--- config.mk ---
export PLATFORM = sky130hd
export DESIGN_NAME = intersection_direction_lock_arbiter
export DESIGN_NICKNAME = d
export VERILOG_FILES = /design/src/rtl/core/idla_pkg.sv /design/src/rtl/core/idla_ram.sv /design/src/rtl/core/intersection_direction_lock_arbiter.sv
export SDC_FILE = /design/constraint.sdc
export NUM_CORES = 2
export LEC_CHECK = 0
export ABC_AREA = 1
export BUFFER_PORTS_ARGS = -buffer_cell sky130_fd_sc_hd__buf_2
export CELL_PAD_IN_SITES_DETAIL_PLACEMENT = 1
export CELL_PAD_IN_SITES_GLOBAL_PLACEMENT = 1
export CORE_UTILIZATION = 45
export DETAILED_ROUTE_END_ITERATION = 8
export PLACE_DENSITY_LB_ADDON = 0.1
export SETUP_SLACK_MARGIN = 0.1
export SLEW_MARGIN = 20
export SYNTH_ARGS = -nofsm -noshare
export SYNTH_HDL_FRONTEND = slang
export SYNTH_SLANG_ARGS = --single-unit
--- constraint.sdc ---
create_clock -name clk -period 16.05 [get_ports clk]
set_input_delay 1.605 -clock clk [delete_from_list [all_inputs] [get_ports clk]]
set_output_delay 1.605 -clock clk [all_outputs]
set_load 0.05 [all_outputs]
--- src/rtl/core/idla_pkg.sv ---
// Package for the direction lock arbiter: constants, codes and payload types.
// No dependencies.
`default_nettype none
package idla_pkg;
  localparam int TableSlots = 16;
  localparam int SlotW = $clog2(TableSlots);
  localparam int CntW = $clog2(TableSlots + 1);
  // Slot entry: holder, direction, inside flag, stamp.
  localparam int EntryW = 16 + 2 + 1 + 32;
  localparam logic [2:0] DirNone = 3'd4;

  typedef enum logic [2:0] {
    MODE_ACQ = 3'd0, MODE_ENTER = 3'd1, MODE_EXIT = 3'd2,
    MODE_REL = 3'd3, MODE_EXPIRE = 3'd4
  } mode_t;

  typedef enum logic [3:0] {
    ST_GRANT = 4'd0, ST_REENTRY = 4'd1, ST_QUEUED = 4'd2, ST_TURN = 4'd3,
    ST_PASSED = 4'd4, ST_FULL = 4'd5, ST_ENTERED = 4'd6, ST_SKIP = 4'd7,
    ST_EXITED = 4'd8, ST_RELEASED = 4'd9, ST_EXPIRED = 4'd10
  } status_t;

  typedef enum logic [1:0] {
    REG_MAX_TURN = 2'd0, REG_MAX_AGE = 2'd1
  } reg_idx_t;

  typedef enum logic [1:0] {
    S_IDLE, S_SCAN, S_DONE
  } fsm_t;

  typedef struct packed {
    logic [2:0]  mode;
    logic [15:0] holder_id;
    logic [1:0]  direction;
    logic        direction_known;
    logic        already_passed;
    logic [31:0] now_tick;
  } in_item_t;

  typedef struct packed {
    logic        granted;
    logic [3:0]  status;
    logic        mark_passed;
    logic [2:0]  serving_dir;
    logic [7:0]  turn_count;
    logic        busy_res;
    logic [4:0]  expired_count;
  } out_item_t;
endpackage
`default_nettype wire

--- src/rtl/core/idla_ram.sv ---
// Generic single-port-write, single-read RAM with registered read data.
// No dependencies.
`default_nettype none
module idla_ram #(
  parameter int Width = 8,
  parameter int Depth = 16
) (
  input  wire logic                     clk,
  input  wire logic                     we,
  input  wire logic [$clog2(Depth)-1:0] waddr,
  input  wire logic [Width-1:0]         wdata,
  input  wire logic [$clog2(Depth)-1:0] raddr,
  output logic      [Width-1:0]         rdata
);
  logic [Width-1:0] mem [Depth];

  // Write port and registered read port.
  always_ff @(posedge clk) begin
    if (we) begin
      mem[waddr] <= wdata;
    end
    rdata <= mem[raddr];
  end
endmodule
`default_nettype wire

--- src/rtl/core/intersection_direction_lock_arbiter.sv ---
// Top level of the direction lock arbiter: control, counters, waiting list.
// Depends on idla_pkg and idla_ram (holder table memory).
//
//  channel | signals                      | transfer
//  cmd     | start, busy, cmd             | start && !busy
//  result  | result_valid, result         | one cycle strobe, no stall
//  config  | cfg_valid, cfg_ready, cfg_*  | cfg_valid && cfg_ready
//
// Each event scans the holder table one entry a cycle through the memory
// read port, and busy stays high through the scan and the final update.
// The result strobe comes in the first idle cycle after that, and the next
// event can be accepted there.
// The per-slot used bits live in flip-flops; reset clears them at once.
// Synchronous active-high reset; the receiver cannot stall results.
`default_nettype none
module intersection_direction_lock_arbiter (
  input  wire logic              clk,
  input  wire logic              rst,
  input  wire logic              start,
  output logic                   busy,
  input  wire idla_pkg::in_item_t cmd,
  output logic                   result_valid,
  output idla_pkg::out_item_t    result,
  input  wire logic              cfg_valid,
  output logic                   cfg_ready,
  input  wire logic [1:0]        cfg_index,
  input  wire logic [31:0]       cfg_data
);
  import idla_pkg::*;

  // Configuration registers.
  logic [7:0]  max_turn;
  logic [31:0] max_age;
  assign cfg_ready = 1'b1;
  always_ff @(posedge clk) begin
    if (rst) begin
      max_turn <= 8'd3;
      max_age  <= 32'd1000;
    end else if (cfg_valid) begin
      case (cfg_index)
        REG_MAX_TURN: max_turn <= cfg_data[7:0];
        REG_MAX_AGE:  max_age  <= cfg_data;
        default: ;
      endcase
    end
  end

  // Architectural state outside the memory.
  logic [TableSlots-1:0] used;
  logic [CntW-1:0] pend [4];
  logic [CntW-1:0] ins [4];
  logic [2:0] serving;
  logic [7:0] turn;
  logic [1:0] wl [4];
  logic [2:0] wlen;

  // Scan control.
  fsm_t state, state_next;
  in_item_t it;
  logic [SlotW:0] idx;          // address issued
  logic [SlotW-1:0] ridx;       // address of data now on rdata
  logic rvalid;
  logic found;
  logic [SlotW-1:0] fslot;
  logic f_inside;
  logic [1:0] f_dir;
  logic have_free;
  logic [SlotW-1:0] free_s;
  logic [4:0] exp_cnt;

  // Memory.
  logic we;
  logic [SlotW-1:0] waddr;
  logic [EntryW-1:0] wdata, rdata;
  idla_ram #(.Width(EntryW), .Depth(TableSlots)) u_ram (
    .clk, .we, .waddr, .wdata, .raddr(idx[SlotW-1:0]), .rdata
  );
  logic [15:0] r_holder;
  logic [1:0]  r_dir;
  logic        r_inside;
  logic [31:0] r_stamp;
  assign {r_holder, r_dir, r_inside, r_stamp} = rdata;

  assign busy = (state != S_IDLE);

  always_comb begin
    state_next = state;
    unique case (state)
      S_IDLE: if (start) state_next = S_SCAN;
      S_SCAN: if (idx == (SlotW+1)'(TableSlots) && !rvalid) state_next = S_DONE;
      S_DONE: state_next = S_IDLE;
      default: state_next = S_IDLE;
    endcase
  end

  always_ff @(posedge clk) begin
    if (rst) state <= S_IDLE;
    else state <= state_next;
  end

  // Per-entry expiry test on the word just read.
  logic r_live, r_expire;
  assign r_live = rvalid && used[ridx];
  assign r_expire = r_live && !r_inside && ((it.now_tick - r_stamp) > max_age);

  // Helper values for the final update.
  logic any_b, dir_b;
  logic [1:0] d;
  always_comb begin
    any_b = 1'b0;
    for (int k = 0; k < 4; k++) any_b = any_b | (pend[k] != '0) | (ins[k] != '0);
    d = it.direction;
    dir_b = (pend[d] != '0) || (ins[d] != '0);
  end

  // Scan datapath and per-event update.
  always_ff @(posedge clk) begin
    if (rst) begin
      used <= '0;
      for (int k = 0; k < 4; k++) begin
        pend[k] <= '0;
        ins[k] <= '0;
        wl[k] <= 2'd0;
      end
      serving <= DirNone;
      turn <= 8'd0;
      wlen <= 3'd0;
      result_valid <= 1'b0;
      rvalid <= 1'b0;
      idx <= '0;
      we <= 1'b0;
    end else begin
      result_valid <= 1'b0;
      we <= 1'b0;
      unique case (state)
        S_IDLE: begin
          if (start) begin
            it <= cmd;
            idx <= '0;
            rvalid <= 1'b0;
            found <= 1'b0;
            have_free <= 1'b0;
            exp_cnt <= 5'd0;
          end
        end
        S_SCAN: begin
          if (idx != (SlotW+1)'(TableSlots)) idx <= idx + 1'b1;
          rvalid <= (idx != (SlotW+1)'(TableSlots));
          ridx <= idx[SlotW-1:0];
          if (rvalid) begin
            if (!used[ridx] && !have_free) begin
              have_free <= 1'b1;
              free_s <= ridx;
            end
            if (r_live && r_holder == it.holder_id && !found) begin
              found <= 1'b1;
              fslot <= ridx;
              f_inside <= r_inside;
              f_dir <= r_dir;
            end
            // Expire drops entries during the scan itself.
            if (it.mode == MODE_EXPIRE && r_expire) begin
              used[ridx] <= 1'b0;
              if (pend[r_dir] != '0) pend[r_dir] <= pend[r_dir] - 1'b1;
              exp_cnt <= exp_cnt + 5'd1;
            end
          end
        end
        S_DONE: begin
          logic [3:0] st;
          logic mk;
          logic grant_ok;
          logic [2:0] sv;
          logic [7:0] tn;
          logic [CntW-1:0] p2 [4];
          logic [CntW-1:0] i2 [4];
          logic [1:0] w2 [4];
          logic [2:0] wl2;
          logic inl, ab;
          logic [2:0] j;
          st = ST_EXPIRED;
          mk = 1'b0;
          grant_ok = 1'b0;
          sv = serving;
          tn = turn;
          for (int k = 0; k < 4; k++) begin
            p2[k] = pend[k];
            i2[k] = ins[k];
            w2[k] = wl[k];
          end
          wl2 = wlen;
          inl = 1'b0;
          for (int k = 0; k < 4; k++)
            if (3'(k) < wlen && wl[k] == d) inl = 1'b1;
          case (it.mode) inside
            MODE_ACQ: begin
              if (!it.direction_known) st = ST_TURN;
              else if (it.already_passed) st = ST_PASSED;
              else if (found) st = ST_REENTRY;
              else if (!have_free) st = ST_FULL;
              else if (!any_b) begin
                if (wlen != 3'd0) begin
                  if ({1'b0, d} == serving) begin
                    tn = 8'd1;
                    grant_ok = 1'b1;
                  end else st = ST_QUEUED;
                end else begin
                  sv = {1'b0, d};
                  tn = 8'd1;
                  grant_ok = 1'b1;
                end
              end else if (serving == {1'b0, d} && turn < max_turn) begin
                tn = turn + 8'd1;
                grant_ok = 1'b1;
              end else if (dir_b) st = ST_TURN;
              else st = ST_QUEUED;
              if (st == ST_QUEUED && !grant_ok && !inl && wlen < 3'd4) begin
                w2[wlen[1:0]] = d;
                wl2 = wlen + 3'd1;
              end
              if (grant_ok) begin
                st = ST_GRANT;
                j = 3'd0;
                for (int k = 0; k < 4; k++) begin
                  if (3'(k) < wlen && wl[k] != d) begin
                    w2[j[1:0]] = wl[k];
                    j = j + 3'd1;
                  end
                end
                wl2 = j;
                p2[d] = pend[d] + 1'b1;
                used[free_s] <= 1'b1;
                we <= 1'b1;
                waddr <= free_s;
                wdata <= {it.holder_id, d, 1'b0, it.now_tick};
              end
            end
            MODE_ENTER: begin
              st = ST_ENTERED;
              if (found) begin
                if (!f_inside) begin
                  if (pend[f_dir] != '0) p2[f_dir] = pend[f_dir] - 1'b1;
                  i2[f_dir] = ins[f_dir] + 1'b1;
                  we <= 1'b1;
                  waddr <= fslot;
                  wdata <= {it.holder_id, f_dir, 1'b1, 32'd0};
                end
              end else if (!it.direction_known) st = ST_SKIP;
              else if (!have_free) st = ST_FULL;
              else begin
                i2[d] = ins[d] + 1'b1;
                used[free_s] <= 1'b1;
                we <= 1'b1;
                waddr <= free_s;
                wdata <= {it.holder_id, d, 1'b1, 32'd0};
              end
            end
            MODE_EXIT, MODE_REL: begin
              st = (it.mode == MODE_EXIT) ? ST_EXITED : ST_RELEASED;
              if (found) begin
                used[fslot] <= 1'b0;
                mk = 1'b1;
                if (f_inside) begin
                  if (ins[f_dir] != '0) i2[f_dir] = ins[f_dir] - 1'b1;
                end else if (pend[f_dir] != '0) p2[f_dir] = pend[f_dir] - 1'b1;
              end
              ab = 1'b0;
              for (int k = 0; k < 4; k++) ab = ab | (p2[k] != '0) | (i2[k] != '0);
              if (it.mode == MODE_EXIT && !ab) begin
                sv = (wlen != 3'd0) ? {1'b0, wl[0]} : DirNone;
                tn = 8'd0;
              end
              if (it.mode == MODE_REL) mk = 1'b0;
            end
            default: st = ST_EXPIRED;
          endcase
          ab = 1'b0;
          for (int k = 0; k < 4; k++) ab = ab | (p2[k] != '0) | (i2[k] != '0);
          for (int k = 0; k < 4; k++) begin
            pend[k] <= p2[k];
            ins[k] <= i2[k];
            wl[k] <= w2[k];
          end
          wlen <= wl2;
          serving <= sv;
          turn <= tn;
          result_valid <= (it.mode <= MODE_EXPIRE);
          result.granted <= (st <= ST_REENTRY);
          result.status <= st;
          result.mark_passed <= mk;
          result.serving_dir <= sv;
          result.turn_count <= tn;
          result.busy_res <= ab;
          result.expired_count <= (it.mode == MODE_EXPIRE) ? exp_cnt : 5'd0;
        end
        default: ;
      endcase
    end
  end
endmodule
`default_nettype wire

==> impl_metrics.yaml <==
outcome:
  status: "finished, final reports clean"
synth:
  syn_nets: 5009
  synth_edf_count: 1019
  synth_most_common_cell: "edfxtp_1"
  yosysWarnings: 0
  netlist_instances: 4820
  synthTopCellsByCount: "edfxtp_1, nand2_1, nor2_1"
  syn_avg_cell_area_um2: 10.6
  seq_area_frac_synth_pct: 64.9
  yosysTopAreaCell: "edfxtp_1"
  syn_area_um2: 51300
  synth_cell_types: 55
  synthTopCellsByArea: "edfxtp_1, o21ai_0, dfxtp_1"
  async_flop_share_pct: 0
  synth-main-ff-cell: "edfxtp_1"
  ys_ff_latch: 1154
  synth_top_cell_area_share_pct: 59.7
timing:
  setup_viol: 0
  finalClockSkew_ns: 0.0961
  grt_setup_unrepaired: "no"
  period_needed_ns: 6.22
  relSlewSlack_pct: 24.8
  fmax_ghz: 0.161
  hold_viol: 0
  slew_violations: 0
  finalSetupTns_ns: 0
  max_slew.worst_pin.slew_ns: 1.13
  post-route-period-util_pct: 38.8
die:
  num_rows: 123
  ioPinCount: 119
  fp.dieW_um: 340
  fp.coreArea_um2: 113000
  die_h_um: 340
  die_area_um2: 115000
  start_util_pct: 45.5
critical_path:
  crit_type: "flop to flop"
  max_stage_delay_ns: 0.72
  arrival_ns: 6.61
  cp_max_fo: 8
  crit_family: "compound AO/OA/AOI/OAI gates"
  worstSetupEndpointType: "flop"
  worst_ep_required_time_ns: 16.44
  critPathSlowestCell: "a311oi_2"
  crit_top_cell: "nand2_1"
  cp-start-kind: "flop"
  cp_cell_sequence: "ha_1 > nand3_1 > nand2_1 > a21oi_1 > o21ai_0 > a21boi_0 > o21ai_0 > a21boi_0 > o21ai_0 > a21oi_1 > xnor2_1 > ha_1 > nand2_1 > nor2_1 > nand4_1 > nand3b_1 > nand2_1 > nand3_1 > a311oi_2 > nand2_1 > nand2_1"
  critPathBufInv: 0
clock_tree:
  clkTransAtPathRegs_ns: 0.06
  cts_setup_buffers: 0
  cts.path.max_buffers: 3
  ctsHoldBuffers: 0
  cts_tree: "yes"
  cts.htree.levels: 3
  clockRootBuffer: "clkbuf_16"
  numClockSinks: 1154
  cts_resized: 0
  cts_buffers: 120
  clk_latency_ns: 0.77
placed_design:
  detailed_place_hpwl_mm: 99.3
  placed_cells: 6265
  portBuffers: 117
  gp_congestion: 0.947
power:
  switching_share_pct: 25.8
  power_switching_w: 0.00180
  p_per_area_nw_per_um2: 121
  p_int_w: 0.00516
  seqPwrFrac_pct: 47.8
  pwr-share-comb_pct: 11.2
  p_leak_nw: 20.5
  irDropWorstVdd_uv: 103
  clkPwrFrac_pct: 41.0
global_routing:
  grt_pass1_wl_mm: 245
  grt_pass1_vias: 38300
  grt_max_degree: 207
  antenna_found_initial: 1
  grt_overflow_total: 0
  grt.total_usage_pct: 28.1
route:
  routed_wl_mm: 164
  drtIter0Drc: 3106
  vias: 37700
  drc: 0
  wl_per_cell_um: 25.3
  ant_nets: 0
  viasPerCell: 5.81
  drtPass1Iterations: 6
flow_run:
  cap_viol_max_count: 0
layout:
  multiInputGateArea_um2: 15900
  seq_area_um2: 33300
  areaGrowthSynthToFinish_pct: 12.2
  nFillCells: 12100
  finalNetCount: 5076
  drive_gt1_share_pct: 8.75
  stdcell_count: 6495
worst_hold_path:
  min_path_type: "flop to flop"
==> power by group through the flow <==
stage / clock network (W) / registers, W / logic, W
after floorplan: 0 / 0.00336 / 0.000538
after global placement: 0 / 0.00338 / 0.000754
after detailed placement: 0 / 0.00339 / 0.000775
after global routing: 0.00300 / 0.00333 / 0.000870
final: 0.00285 / 0.00332 / 0.000779
after CTS: 0.00290 / 0.00332 / 0.000781
==> worst register-to-register path, delay by kind of cell (launching register included) <==
| kind | cells | cell delay (ns) |
|---|---|---|
| compound gates | 8 | 2.80 |
| flops | 1 | 0.41 |
| simple gates | 10 | 1.82 |
| fa+ha+maj | 2 | 0.72 |
| xor+xnor | 1 | 0.15 |
==> flip-flops by register name (all words and copies together), names as in the netlist, 16 cells and up, named ones only <==
signal       cells
u_ram.mem      816
it              53
u_ram.rdata     51
wdata           51
max_age         32
result          23
ins             20
pend            20
used            16
==> cell families (layout without fill, tap and decap cells) <==
group                    after synthesis  in the layout  synth area share [%]
AO/OA/AOI/OAI                       1259           1259                  14.1
AND/OR/NAND/NOR                     1662           1662                  13.2
XOR/XNOR                              55             55                 0.954
flip-flops                          1154           1154                  64.9
other                                  1              2               0.00731
buffers and inverters                593            767                  4.44
adder cells (fa/ha/maj)               96             96                  2.36
==> layer usage <==
metal  track usage (%)  up-vias  share of wire [%]
met5                 0        -                  0
met4              8.87        0                3.1
met3              3.21      278                4.4
met2              48.5      985                 49
met1              37.1    19100                 43
li1                  -    17300                  -
==> cell usage in the layout (no fill, tap or decap), types with 9 or more instances in the layout <==
cell | netlist | final
a21boi_0 | 12 | 12
a21oi_1 | 215 | 215
a22oi_1 | 15 | 15
a31oi_1 | 15 | 15
buf_2 | 10 | 117
buf_4 | 3 | 56
bufinv_16 | 0 | 11
clkbuf_1 | 193 | 41
clkbuf_16 | 0 | 120
clkbuf_8 | 0 | 15
clkinv_1 | 11 | 18
clkinv_2 | 0 | 22
dfxtp_1 | 135 | 132
edfxtp_1 | 1019 | 1019
ha_1 | 95 | 95
inv_1 | 336 | 335
inv_2 | 16 | 18
nand2_1 | 684 | 684
nand3_1 | 198 | 198
nand4_1 | 30 | 30
nor2_1 | 673 | 653
nor2_2 | 8 | 9
nor2_4 | 3 | 22
nor3_1 | 31 | 31
o211ai_1 | 51 | 51
o21ai_0 | 648 | 648
o21ai_1 | 27 | 27
o221ai_1 | 93 | 93
o22ai_1 | 148 | 148
xnor2_1 | 16 | 16
xor2_1 | 38 | 38
==> final cells by class <==
class                      instances  area share [%]
sequential                      1154            57.9
clock inverter                    53            1.18
clock buffer                     176            5.85
antenna                            1         0.00435
multi-input combinational       3073            27.6
timing repair buffer             175            1.82
inverter                         363            2.39
tap                             1500            3.26
==> metrics by stage <==
stage	hold WS, ns	worst slack (ns)	area [um^2]	utilization, %	total power [W]
after global placement	0.452	10.03	53500	47.4	0.00414
after floorplan	0.406	4.58	51300	-	0.00390
after CTS	0.469	9.76	57500	51.0	0.00700
after global routing	0.483	9.28	57500	51.0	0.00720
final	0.465	9.83	57500	51.0	0.00696
after detailed placement	0.449	9.86	53500	47.4	0.00416
==> path summary, 6_finish.rpt <==
check | from | end | slack, ns | cells past startpoint
setup / recovery | it[2] | pend[0][1] | 9.83 | 21
hold / removal | max_age[2] | max_age[2] | 0.47 | 2
setup reg to reg | it[2] | pend[0][1] | 9.83 | 21
hold reg to reg | max_age[2] | max_age[2] | 0.47 | 2
Power figures use the tool's default switching activity.
